File: config.mk
export PLATFORM = sky130hd
export DESIGN_NAME = rpa_ctrl
export DESIGN_NICKNAME = d
export VERILOG_FILES = /design/src/design/rpa_pkg.sv /design/src/design/rpa_ctrl.sv
export SDC_FILE = /design/constraint.sdc
export NUM_CORES = 1
export LEC_CHECK = 0
export BUFFER_PORTS_ARGS = -buffer_cell sky130_fd_sc_hd__buf_4
export CORE_AREA = 2 2 39 41
export CTS_CLUSTER_SIZE = 40
export DETAILED_ROUTE_END_ITERATION = 7
export DIE_AREA = 0 0 41 43
export GPL_TIMING_DRIVEN = 0
export RECOVER_POWER = 100
export SLEW_MARGIN = 20
export SYNTH_ARGS = -nofsm -noshare
export SYNTH_HDL_FRONTEND = slang
export SYNTH_SLANG_ARGS = --single-unit
File: constraint.sdc
create_clock -name clk -period 1.75 [get_ports clk]
set_input_delay 0.0875 -clock clk [delete_from_list [all_inputs] [get_ports clk]]
set_output_delay 0.0875 -clock clk [all_outputs]
set_load 0.05 [all_outputs]
File: src/design/rpa_pkg.sv
// Shared types, codes and defaults for the reference-counted page allocator.
`default_nettype none
package rpa_pkg;

  localparam int ADDR_W = 56;
  localparam int REF_W  = 16;
  localparam int STS_W  = 3;
  localparam int CMD_W  = 2;

  localparam int NUM_PAGES_DEF   = 16384;
  localparam int PAGE_BYTES_DEF  = 4096;
  localparam int COUNT_WIDTH_DEF = 16;

  localparam logic [ADDR_W-1:0] REGION_START_RST = 56'd2147483648;
  localparam logic [ADDR_W-1:0] REGION_END_RST   = 56'd2214592512;

  // Configuration register indexes
  localparam logic REG_REGION_START = 1'b0;
  localparam logic REG_REGION_END   = 1'b1;

  // Commands
  localparam logic [CMD_W-1:0] CMD_ALLOC = 2'd0;
  localparam logic [CMD_W-1:0] CMD_ADD   = 2'd1;
  localparam logic [CMD_W-1:0] CMD_FREE  = 2'd2;

  // Result status codes
  localparam logic [STS_W-1:0] ST_ALLOC = 3'd0;
  localparam logic [STS_W-1:0] ST_EMPTY = 3'd1;
  localparam logic [STS_W-1:0] ST_ADDED = 3'd2;
  localparam logic [STS_W-1:0] ST_HELD  = 3'd3;
  localparam logic [STS_W-1:0] ST_FREED = 3'd4;
  localparam logic [STS_W-1:0] ST_BAD   = 3'd5;
  localparam logic [STS_W-1:0] ST_OVER  = 3'd6;

  typedef struct packed {
    logic clear;     // clearing pass: zero one count entry
    logic capture;   // take the input item
    logic check;     // decode command, validate address
    logic issue;     // first memory read
    logic stk;       // stack data back, read its count
    logic update;    // count read-modify-write, push
    logic load_out;  // move result into output register
  } rpa_cmd_t;

  typedef struct packed {
    logic clear_last;
    logic early;     // result already known after check
    logic is_alloc;
  } rpa_sts_t;

endpackage
`default_nettype wire

File: src/design/rpa_ctrl.sv
// Controller state machine for the page allocator.
`default_nettype none
module rpa_ctrl
  import rpa_pkg::*;
(
  input  wire logic     clk,
  input  wire logic     rst,
  input  wire logic     in_valid,
  output logic          in_stall,
  output logic          out_valid,
  input  wire logic     out_stall,
  input  wire rpa_sts_t sts,
  output rpa_cmd_t      cmd
);

  localparam logic [2:0] S_CLEAR = 3'd0;
  localparam logic [2:0] S_IDLE  = 3'd1;
  localparam logic [2:0] S_CHECK = 3'd2;
  localparam logic [2:0] S_ISSUE = 3'd3;
  localparam logic [2:0] S_STK   = 3'd4;
  localparam logic [2:0] S_CNT   = 3'd5;
  localparam logic [2:0] S_DONE  = 3'd6;

  logic [2:0] state;
  logic [2:0] state_next;
  logic       out_valid_next;

  always_comb begin
    state_next = state;
    cmd        = '0;
    case (state)
      S_CLEAR: begin
        cmd.clear = 1'b1;
        if (sts.clear_last) state_next = S_IDLE;
      end
      S_IDLE: begin
        cmd.capture = in_valid;
        if (in_valid) state_next = S_CHECK;
      end
      S_CHECK: begin
        cmd.check  = 1'b1;
        state_next = S_ISSUE;
      end
      S_ISSUE: begin
        if (sts.early) begin
          state_next = S_DONE;
        end else begin
          cmd.issue  = 1'b1;
          state_next = sts.is_alloc ? S_STK : S_CNT;
        end
      end
      S_STK: begin
        cmd.stk    = 1'b1;
        state_next = S_CNT;
      end
      S_CNT: begin
        cmd.update = 1'b1;
        state_next = S_DONE;
      end
      S_DONE: begin
        if (!out_valid || !out_stall) begin
          cmd.load_out = 1'b1;
          state_next   = S_IDLE;
        end
      end
      default: state_next = S_IDLE;
    endcase
  end

  assign out_valid_next = (out_valid && out_stall) || cmd.load_out;
  assign in_stall       = (state != S_IDLE);

  always_ff @(posedge clk) begin
    if (rst) begin
      state     <= S_CLEAR;
      out_valid <= 1'b0;
    end else begin
      state     <= state_next;
      out_valid <= out_valid_next;
    end
  end

endmodule
`default_nettype wire

==> Word level (Yosys, flattened, before mapping) <==
Cells that the tools add are included.
{ "classes": {"n_eq_ne": 10, "muxes": 15, "reduce_logical": 7} }
{ "op_table": {"columns": ["op", "count"], "rows": [
  ["$pmux W3 S7", 1],
  ["$mux W1", 10],
  ["$eq A3 B3 Y1 const B", 3],
  ["$mux W3", 3],
  ["$eq A3 B2 Y1 const B", 2],
  ["$ne A2 B2 Y1 const B", 3],
  ["$eq A3 B1 Y1 const B", 1],
  ["$logic_not A3 Y1", 1],
  ["$ne A3 B1 Y1 const B", 1],
  ["$reduce_and A3 Y1", 1],
  ["$logic_not A1 Y1", 2],
  ["$logic_or A1 B1 Y1", 2],
  ["$mux W2", 1],
  ["$logic_and A1 B1 Y1", 1]
]} }
{ "totals": {"reg_bits": 4, "out_inout_bits": 9, "wordCells": 34} }

==> Longest topological paths before layout <==
Gate-level depths: netlist of run 1.
{ "depth": {"ltp_word": 5, "depth_mapped": 6} }

==> Worst setup path before layout of run 1 <==
OpenSTA, ideal clock, no wires.
{ "synth_timing": {"path_type": "flip-flop to flip-flop", "startpoint": "register state[2]", "endpoint": "register state[2]", "setup_ns": 0.123, "arrival_time_ns": 1.910, "required_ns": 1.627, "setup_slack_ns": -0.283, "path_stages_with_launch": 6, "cell_sequence": "dfxtp_1 buf_6 nor3_1 a21oi_2 nand2_1 o22ai_1"} }
{ "synth_between": {"elab_chain_len": 3} }
{ "synth_lines": {"columns": ["item", "line_no", "rtl"], "rows": [
  ["from (decl)", "rpa_ctrl.sv:24", "logic [2:0] state;"],
  ["from (signal assigned)", "rpa_ctrl.sv:78", "state <= state_next;"],
  ["$eq A3 B3 Y1, or another cell as far along", "rpa_ctrl.sv:31", "case (state)"],
  ["$ne A2 B2 Y1 (no line)", null, null],
  ["$reduce_and A3 Y1 (no line)", null, null]
]} }
Several ways; a longest one is shown, not always the timed one.
A chain may end at the register's enable or synchronous reset.

==> reports/metrics.csv, run 1 <==
metric,value,unit
status,completed,
synthAdderAreaFrac,3.356,%
layout_min_cycle_time,1.589,ns
tritoncts,built,
muxShareOfSynthArea,2.685,%
crit_chain,clkbuf_2 -> nor3_2 -> clkbuf_1,
synth_top_family_by_area,compound AO/OA/AOI/OAI gates,
p_int,0.2574,mW
synth_top_cell_area_share,21.48,%
drv_slew,0,
worstPathRequired,1.66,ns
grt.overflow.total,0,
final_common_cell,buf_4,
slowest_stage,clkbuf_1,
slowest_delay,0.49,ns
combPwrFrac,49.2,%
track_usage,13.05,%
synth_cells,46,
start_util,26.94,%
diodes,0,
use_met3,6.283,%
synth_simple_gate_area_share,28.52,%
grt_use_met2,17.81,%
drt_iter0_markers,3,
synth-seq-cells,4,
clock_skew,0.002214,ns
synth_compound_area_share,33.89,%
gr-usage-met1,14.79,%
synth_area_leaders,"dfxtp_1 (21%), a2111oi_4 (7.4%), buf_6 (6.0%)",
boundaryPins,16,
finalCritPeriodShare,90.83,%
swShare,45.30,%
yosysWarnings,0,
grt_setup_unrepaired,false,
switchingPower,0.2132,mW
fin_nets,74,
ir_drop,0.0002129,V
p_leak,0.2078,nW
hold_violations,0,
critPathMaxFanout,10,
clk_latency,0.24,ns
drv_cap,0,
grt_pass1_wl,1.476,mm
synth.cell_area,372.9,µm²
fmax,629.1,MHz
top_usage_layer,met2,
critical_path_arrival,1.50,ns
core.rowCount,14,
cts_made_buffers,3,
area_delta_synth_final,35.57,%
cts-root-buf,clkbuf_4,
clk_path_buf_depth,2,
ys_types,30,
drc,0,
wire_per_inst,11.83,µm
worst_pin_slew,0.5934,ns
yosys.area.top_type,dfxtp_1,
endpoint_kind,output port,
cts_hold_buf,0,
routed_via_density,5.013,
post_synth.cell_area_avg,8.106,µm²
ant_nets,0,
final-setup-viol-count,0,
r2r_slack,0.22,ns
tns,0,ns
setup_ws,0.1605,ns
antenna_found_initial,0,
clkSinkCount,4,
grt_max_degree,11,
max-slew-margin-rel,60.61,%
final_cell_mix,"buf_4 (8), clkbuf_2 (6), nand2_1 (4)",
worst_setup_path_start_kind,flop,
dp_hpwl,697.4,µm
vias,401,
syn-num-nets,54,
p_per_area,930.9,nW/µm²
die_y,43,µm
power_frac_seq,26.3,%
layout-drive-gt1-share,39.06,%
yosys.area_share.xor_xnor,0,%
cts.repair.resized,0,
ys_seq_area_share,21.48,%
place_congestion,0.7315,
cts.clk_slew.worst_paths,0.04,ns
first_pass_iters,2,
wl,946,µm
hp-class,input port to flop,
grt_pass1_vias,355,
cts_setup_buffers,0,
h-tree-depth,1,
dieArea,1763,µm²
clkPwrFrac,24.4,%
pre_cts_slack,0.08479,ns
whs,0.04940,ns
total_power,0.4706,mW
die_w,41,µm
path_class,flop to output port,
portBuffers,15,
core-area,1384,µm²
[metal layers]
layer / wire length, µm / part of all wire, %
met5: 0 / 0
met4: 25 / 2.6
met3: 43 / 4.5
met2: 448 / 47
met1: 429 / 45
[synth_stat cells (all sizes together)]
cell type / instances
a21boi: 1
buf: 2
or2: 1
ha: 1
a2111oi: 1
mux2i: 1
a31oi: 1
o31a: 1
a211oi: 1
o21ai: 2
and3: 1
nor2: 3
dfxtp: 4
a221oi: 1
a32oi: 1
o31ai: 1
nor3: 3
o22ai: 1
nor2b: 3
and2: 1
nand2: 4
and4: 1
inv: 4
a2bb2oi: 1
nand3b: 2
a21oi: 3
[metrics by stage]
stage                     area [µm²]  utilization [%]  std cells
after floorplan                377.9                -         46
after global placement         510.5            36.89         77
after detailed placement       510.5            36.89         77
after CTS                      533.0            38.52         80
after global routing           505.5            36.53         80
final                          505.5            36.53         80
[worst paths after layout]
path,cells after the start,from,end
worst max-delay path,3,state[2]$_SDFFE_PP0P_,cmd[6]
worst min-delay path,2,rst,out_valid$_SDFF_PP0_
worst max register to register,6,state[1]$_SDFFE_PP0P_,state[0]$_SDFFE_PP0P_
worst min register to register,2,out_valid$_SDFF_PP0_,out_valid$_SDFF_PP0_
[area by class of cell]
class / count / area, µm²
buffer: 2 / 16.27
clock buffer: 3 / 22.52
fill: 156 / 878.3
inverter: 4 / 15.01
multi-input combinational: 36 / 257.7
sequential: 4 / 81.33
tap: 16 / 20.02
timing repair buffer: 15 / 92.59
[sequential cells by signal, summed over array words and instances (netlist names)]
signal	cells
out_valid	1
state	3
[power by group through the flow]
stage | logic [mW] | registers (mW) | clock network [mW]
finish | 0.232 | 0.124 | 0.115
global placement | 0.245 | 0.125 | 0
CTS | 0.246 | 0.124 | 0.119
floorplan | 0.184 | 0.120 | 0
detailed placement | 0.246 | 0.125 | 0
global route | 0.248 | 0.126 | 0.130
[worst max-delay path: cells and delay by family (launching register included)]
family / cells / cell delay (ns)
buf+inv: 2 / 0.72
simple gates: 1 / 0.20
flops: 1 / 0.34
[kinds of logic after synthesis]
group / after synthesis
adder cells (fa/ha/maj): 1
flip-flops: 4
multiplexers: 1
buffers and inverters: 6
AND/OR/NAND/NOR: 19
AO/OA/AOI/OAI: 15
Note: power is estimated with default switching activity, not from simulation.
==> run 2: changes to the inputs <==
SETUP_SLACK_MARGIN = 0.3   (was unset)
==> reports/metrics.csv, run 2 (synthesis gave the netlist of run 1 again) <==
metric,value,unit,change
layout_min_cycle_time,1.495,ns,was 1.589 ns
fin_util,38.97,%,was 36.53%
grt_max_degree,11,,unchanged
swShare,44.97,%,was 45.30%
stdcell_count,80,,unchanged
drv_slew,0,,unchanged
final-setup-viol-count,0,,unchanged
critical_path_arrival,1.41,ns,was 1.50 ns
dp.cells,77,,unchanged
first_pass_iters,4,,was 2
drt_iter0_markers,13,,was 3
cts_made_buffers,3,,unchanged
combPwrFrac,50.8,%,was 49.2%
core-area,1384,µm²,unchanged
hold_violations,0,,unchanged
clkSinkCount,4,,unchanged
fin_nets,74,,unchanged
tritoncts,built,,unchanged
finalCritPeriodShare,85.45,%,was 90.83%
power_frac_seq,25.8,%,was 26.3%
total_power,0.4853,mW,was 0.4706 mW
worst_pin_slew,0.6044,ns,was 0.5934 ns
cts-root-buf,clkbuf_4,,unchanged
p_leak,0.2114,nW,was 0.2078 nW
use_met3,6.283,%,unchanged
top_usage_layer,met2,,unchanged
path_class,flop to output port,,unchanged
antenna_found_initial,0,,unchanged
ir_drop,0.0003868,V,was 0.0002129 V
layout-drive-gt1-share,43.75,%,was 39.06%
status,completed,,unchanged
gr-usage-met1,17.25,%,was 14.79%
hp-class,input port to flop,,unchanged
grt_pass1_vias,382,,was 355
area_delta_synth_final,44.63,%,was 35.57%
portBuffers,15,,unchanged
h-tree-depth,1,,unchanged
drc,0,,unchanged
reg_top3,"state: 3 flops, out_valid: 1 flops",,unchanged
clk_latency,0.23,ns,was 0.24 ns
dieArea,1763,µm²,unchanged
final_cell_mix,"buf_4 (9), nand2_1 (4)",,"was buf_4 (8), clkbuf_2 (6), nand2_1 (4)"
start_util,26.94,%,unchanged
p_per_area,899.9,nW/µm²,was 930.9 nW/µm²
grt_setup_unrepaired,true,,was false
endpoint_kind,output port,,unchanged
die_w,41,µm,unchanged
top_register,state,,unchanged
largest_reg_flops,3,,unchanged
hold_start,rst,,unchanged
place_congestion,0.7482,,was 0.7315
wl,935,µm,was 946 µm
final_common_cell,buf_4,,unchanged
wire_per_inst,11.69,µm,was 11.83 µm
drv_cap,0,,unchanged
r2r-start,state[1]$_SDFFE_PP0P_,,unchanged
worstPathRequired,1.66,ns,about the same
ant_nets,0,,unchanged
worst_setup_path_start_kind,flop,,unchanged
critPathLaunch,state[2]$_SDFFE_PP0P_,,unchanged
grt_use_met2,18.44,%,was 17.81%
routed_via_density,5.113,,was 5.013
p_int,0.2670,mW,was 0.2574 mW
core.rowCount,14,,unchanged
die_y,43,µm,unchanged
track_usage,13.13,%,was 13.05%
diodes,0,,unchanged
fillers,156,,unchanged
clock_skew,0.002164,ns,was 0.002214 ns
cts_hold_buf,0,,unchanged
boundaryPins,16,,unchanged
tns,0,ns,unchanged
switchingPower,0.2183,mW,was 0.2132 mW
dp_hpwl,729.9,µm,was 697.4 µm
fmax,668.7,MHz,was 629.1 MHz
clkPwrFrac,23.4,%,was 24.4%
max-slew-margin-rel,59.88,%,was 60.61%
grt.overflow.total,0,,unchanged
cts.clk_slew.worst_paths,0.04,ns,about the same
vias,409,,was 401
grt_pass1_wl,1.587,mm,was 1.476 mm
clk_path_buf_depth,2,,unchanged
critPathMaxFanout,10,,unchanged
-- run 2: cell type report --
type	count	area, µm²	area share [%]
multi-input cells	36	280.3	51.97
flip-flops and latches	4	85.08	15.78
repair buffers	15	93.84	17.40
clock buffers	3	22.52	4.176
well taps	16	20.02	3.712
plain buffers	2	22.52	4.176
inverters	4	15.01	2.784
-- run 2: routing by layer --
| metal | vias up | part of all wire, % |
|---|---|---|
| met5 | - | 0 |
| met4 | 0 | 0 |
| met3 | 0 | 4.7 |
| met2 | 8 | 50 |
| met1 | 195 | 46 |
| li1 | 206 | - |
-- run 2: final timing paths --
check	end	slack, ns	cells past startpoint
worst max-delay path	cmd[6]	0.25	3
worst min-delay path	out_valid$_SDFF_PP0_	0.05	2
worst max register to register	state[0]$_SDFFE_PP0P_	0.36	6
worst min register to register	out_valid$_SDFF_PP0_	0.53	2
-- run 2: stage by stage --
| step | hold WS, ns | area (µm²) | setup WS, ns |
|---|---|---|---|
| global placement | 0.2924 | 520.5 | 0.07216 |
| floorplan | 0.1566 | 387.9 | 0.2138 |
| detailed placement | 0.2892 | 520.5 | 0.04601 |
| CTS | 0.04819 | 559.3 | 0.2844 |
| global route | 0.04777 | 539.3 | 0.1613 |
| finish | 0.05484 | 539.3 | 0.2546 |
-- run 2: power by group through the flow --
stage	Clock, mW	Sequential (mW)	Combinational [mW]
after floorplan	0	0.120	0.188
after global placement	0	0.125	0.249
after detailed placement	0	0.125	0.251
after CTS	0.117	0.125	0.259
after global routing	0.126	0.128	0.266
final	0.113	0.125	0.246
-- run 2: worst max-delay path, stage by stage, from the launching register on --
cell	delay [ns]
dfxtp_2	0.35
buf_6	0.15
nor3_2	0.18
clkbuf_1	0.49
-- run 2: timing repair --
item	in CTS	in global routing
setup endpoints to repair	2	5
setup buffers	0	0
pin swaps	0	1
resized for setup	4	1
==> run 3: changes to the inputs <==
--- a/constraint.sdc
+++ b/constraint.sdc
@@ -3,2 +3,2 @@
 set_output_delay 0.0875 -clock clk [all_outputs]
-set_load 0.05 [all_outputs]
+set_load 0.01 [all_outputs]
==> reports/metrics.csv, run 3 (synthesis gave the netlist of run 1 again) <==
metric,value,unit,change
p_leak,0.2003,nW,was 0.2114 nW
worst_setup_path_start_kind,flop,,unchanged
hold_start,rst,,unchanged
combPwrFrac,42.1,%,was 50.8%
core.rowCount,14,,unchanged
antenna_found_initial,0,,unchanged
boundaryPins,16,,unchanged
switchingPower,0.1434,mW,was 0.2183 mW
cts-root-buf,clkbuf_4,,unchanged
grt.overflow.total,0,,unchanged
drt_iter0_markers,5,,was 13
vias,402,,was 409
ir_drop,0.0003618,V,was 0.0003868 V
clk_path_buf_depth,2,,unchanged
diodes,0,,unchanged
layout_min_cycle_time,1.493,ns,was 1.495 ns
clock_skew,0.002008,ns,was 0.002164 ns
clk_latency,0.23,ns,about the same
tns,0,ns,unchanged
finalCritPeriodShare,85.29,%,was 85.45%
layout-drive-gt1-share,31.25,%,was 43.75%
final_cell_mix,"buf_4 (10), clkbuf_1 (5), nand2_1 (4)",,"was buf_4 (9), nand2_1 (4)"
area_delta_synth_final,37.58,%,was 44.63%
clkPwrFrac,26.9,%,was 23.4%
clkSinkCount,4,,unchanged
r2r-start,state[1]$_SDFFE_PP0P_,,unchanged
drc,0,,unchanged
hold_violations,0,,unchanged
fin_nets,74,,unchanged
p_int,0.2584,mW,was 0.2670 mW
critPathLaunch,state[1]$_SDFFE_PP0P_,,was state[2]$_SDFFE_PP0P_
status,completed,,unchanged
core-area,1384,µm²,unchanged
placed_cell_area,518.0,µm²,was 520.5 µm²
grt_setup_unrepaired,false,,was true
track_usage,12.35,%,was 13.13%
holdPathStages,2,,unchanged
largest_reg_flops,3,,unchanged
crit_chain,inv_4 -> ha_1 -> nor2b_1 -> o21ai_0 -> o31ai_1 -> a211oi_1,,was buf_6 -> nor3_2 -> clkbuf_1
grt_pass1_vias,378,,was 382
power_frac_seq,31.1,%,was 25.8%
critical_path_arrival,1.63,ns,was 1.41 ns
grt_pass1_wl,1.469,mm,was 1.587 mm
endpoint_kind,flop,,was output port
start_util,26.94,%,unchanged
r2r.worst_path.cells,6,,unchanged
drv_slew,0,,unchanged
fillers,149,,was 156
routed_via_density,5.025,,was 5.113
first_pass_iters,2,,was 4
path_class,flop to flop,,was flop to output port
dieArea,1763,µm²,unchanged
swShare,35.69,%,was 44.97%
cts_made_buffers,3,,unchanged
critPathMaxFanout,8,,was 10
cts.clk_slew.worst_paths,0.04,ns,about the same
slowest_delay,0.40,ns,was 0.49 ns
final-setup-viol-count,0,,unchanged
fmax,670.0,MHz,was 668.7 MHz
tritoncts,built,,unchanged
top_register,state,,unchanged
place_congestion,0.7432,,was 0.7482
drv_cap,0,,unchanged
grt_max_degree,11,,unchanged
worst_pin_slew,0.3082,ns,was 0.6044 ns
final_common_cell,buf_4,,unchanged
portBuffers,15,,unchanged
dp_hpwl,723.7,µm,was 729.9 µm
slowest_stage,ha_1,,was clkbuf_1
whs,0.05552,ns,was 0.05484 ns
p_per_area,783.3,nW/µm²,was 899.9 nW/µm²
max-slew-margin-rel,79.30,%,was 59.88%
hp-class,input port to flop,,unchanged
die_w,41,µm,unchanged
die_y,43,µm,unchanged
worstPathRequired,1.88,ns,was 1.66 ns
design_area,513.0,µm²,was 539.3 µm²
ant_nets,0,,unchanged
wl,947,µm,was 935 µm
reg_top3,"state: 3 flops, out_valid: 1 flops",,unchanged
h-tree-depth,1,,unchanged
wire_per_inst,11.84,µm,was 11.69 µm
==> run 3: cell count changes in the layout (fill, tap and decap cells not counted), sizes merged <==
cell / delta
clkbuf: -1
buf: +1
==> run 3: cell type report <==
| class | count | area, µm² | share of cell area [%] |
|---|---|---|---|
| Inverter | 4 | 17.52 | 3.415 |
| Buffer | 2 | 22.52 | 4.390 |
| Clock buffer | 3 | 22.52 | 4.390 |
| Multi-Input combinational cell | 36 | 252.7 | 49.27 |
| Sequential cell | 4 | 83.83 | 16.34 |
| Timing Repair Buffer | 15 | 93.84 | 18.29 |
| Tap cell | 16 | 20.02 | 3.902 |
==> run 3: per-layer routing <==
metal	part of all wire (%)	track usage (%)	wire [µm]
met1	49	13.83	464
met3	3.9	3.141	37
met4	0	8.000	0
met5	0	0	0
met2	47	19.38	445
==> run 3: what timing repair did <==
item	CTS	global route
setup endpoints to repair	2	2
gates resized for setup	2	2
hold buffers	0	0
pin swaps	0	1
buffers inserted	0	0
==> run 3: final timing paths <==
path | to | slack, ns
worst min register to register | out_valid$_SDFF_PP0_ | 0.53
worst max register to register | state[0]$_SDFFE_PP0P_ | 0.26
worst min-delay path | out_valid$_SDFF_PP0_ | 0.06
worst max-delay path | state[0]$_SDFFE_PP0P_ | 0.26
==> run 3: through the flow <==
step / instances / setup slack, ns / util [%] / power [mW]
floorplan: 46 / 0.3609 / - / 0.2421
global placement: 77 / 0.1499 / 37.43 / 0.3094
detailed placement: 77 / 0.1624 / 37.43 / 0.3101
CTS: 80 / 0.3215 / 39.33 / 0.4253
global route: 80 / 0.1973 / 37.07 / 0.4320
finish: 80 / 0.2574 / 37.07 / 0.4018
==> run 3: worst max-delay path, delay by kind of cell (launching register included) <==
family	cells	cell delay (ns)
AOI/OAI and AO/OA	3	0.47
adders and majority gates	1	0.40
buffers and inverters	1	0.07
DFF	1	0.39
and+or+nand+nor	1	0.07
==> run 3: power by group through the flow <==
stage               sequential [mW]  clock [mW]  combinational, mW
floorplan                     0.118           0              0.124
global placement              0.124           0              0.185
detailed placement            0.123           0              0.187
CTS                           0.123       0.115              0.187
global route                  0.127       0.121              0.185
finish                        0.125       0.108              0.169
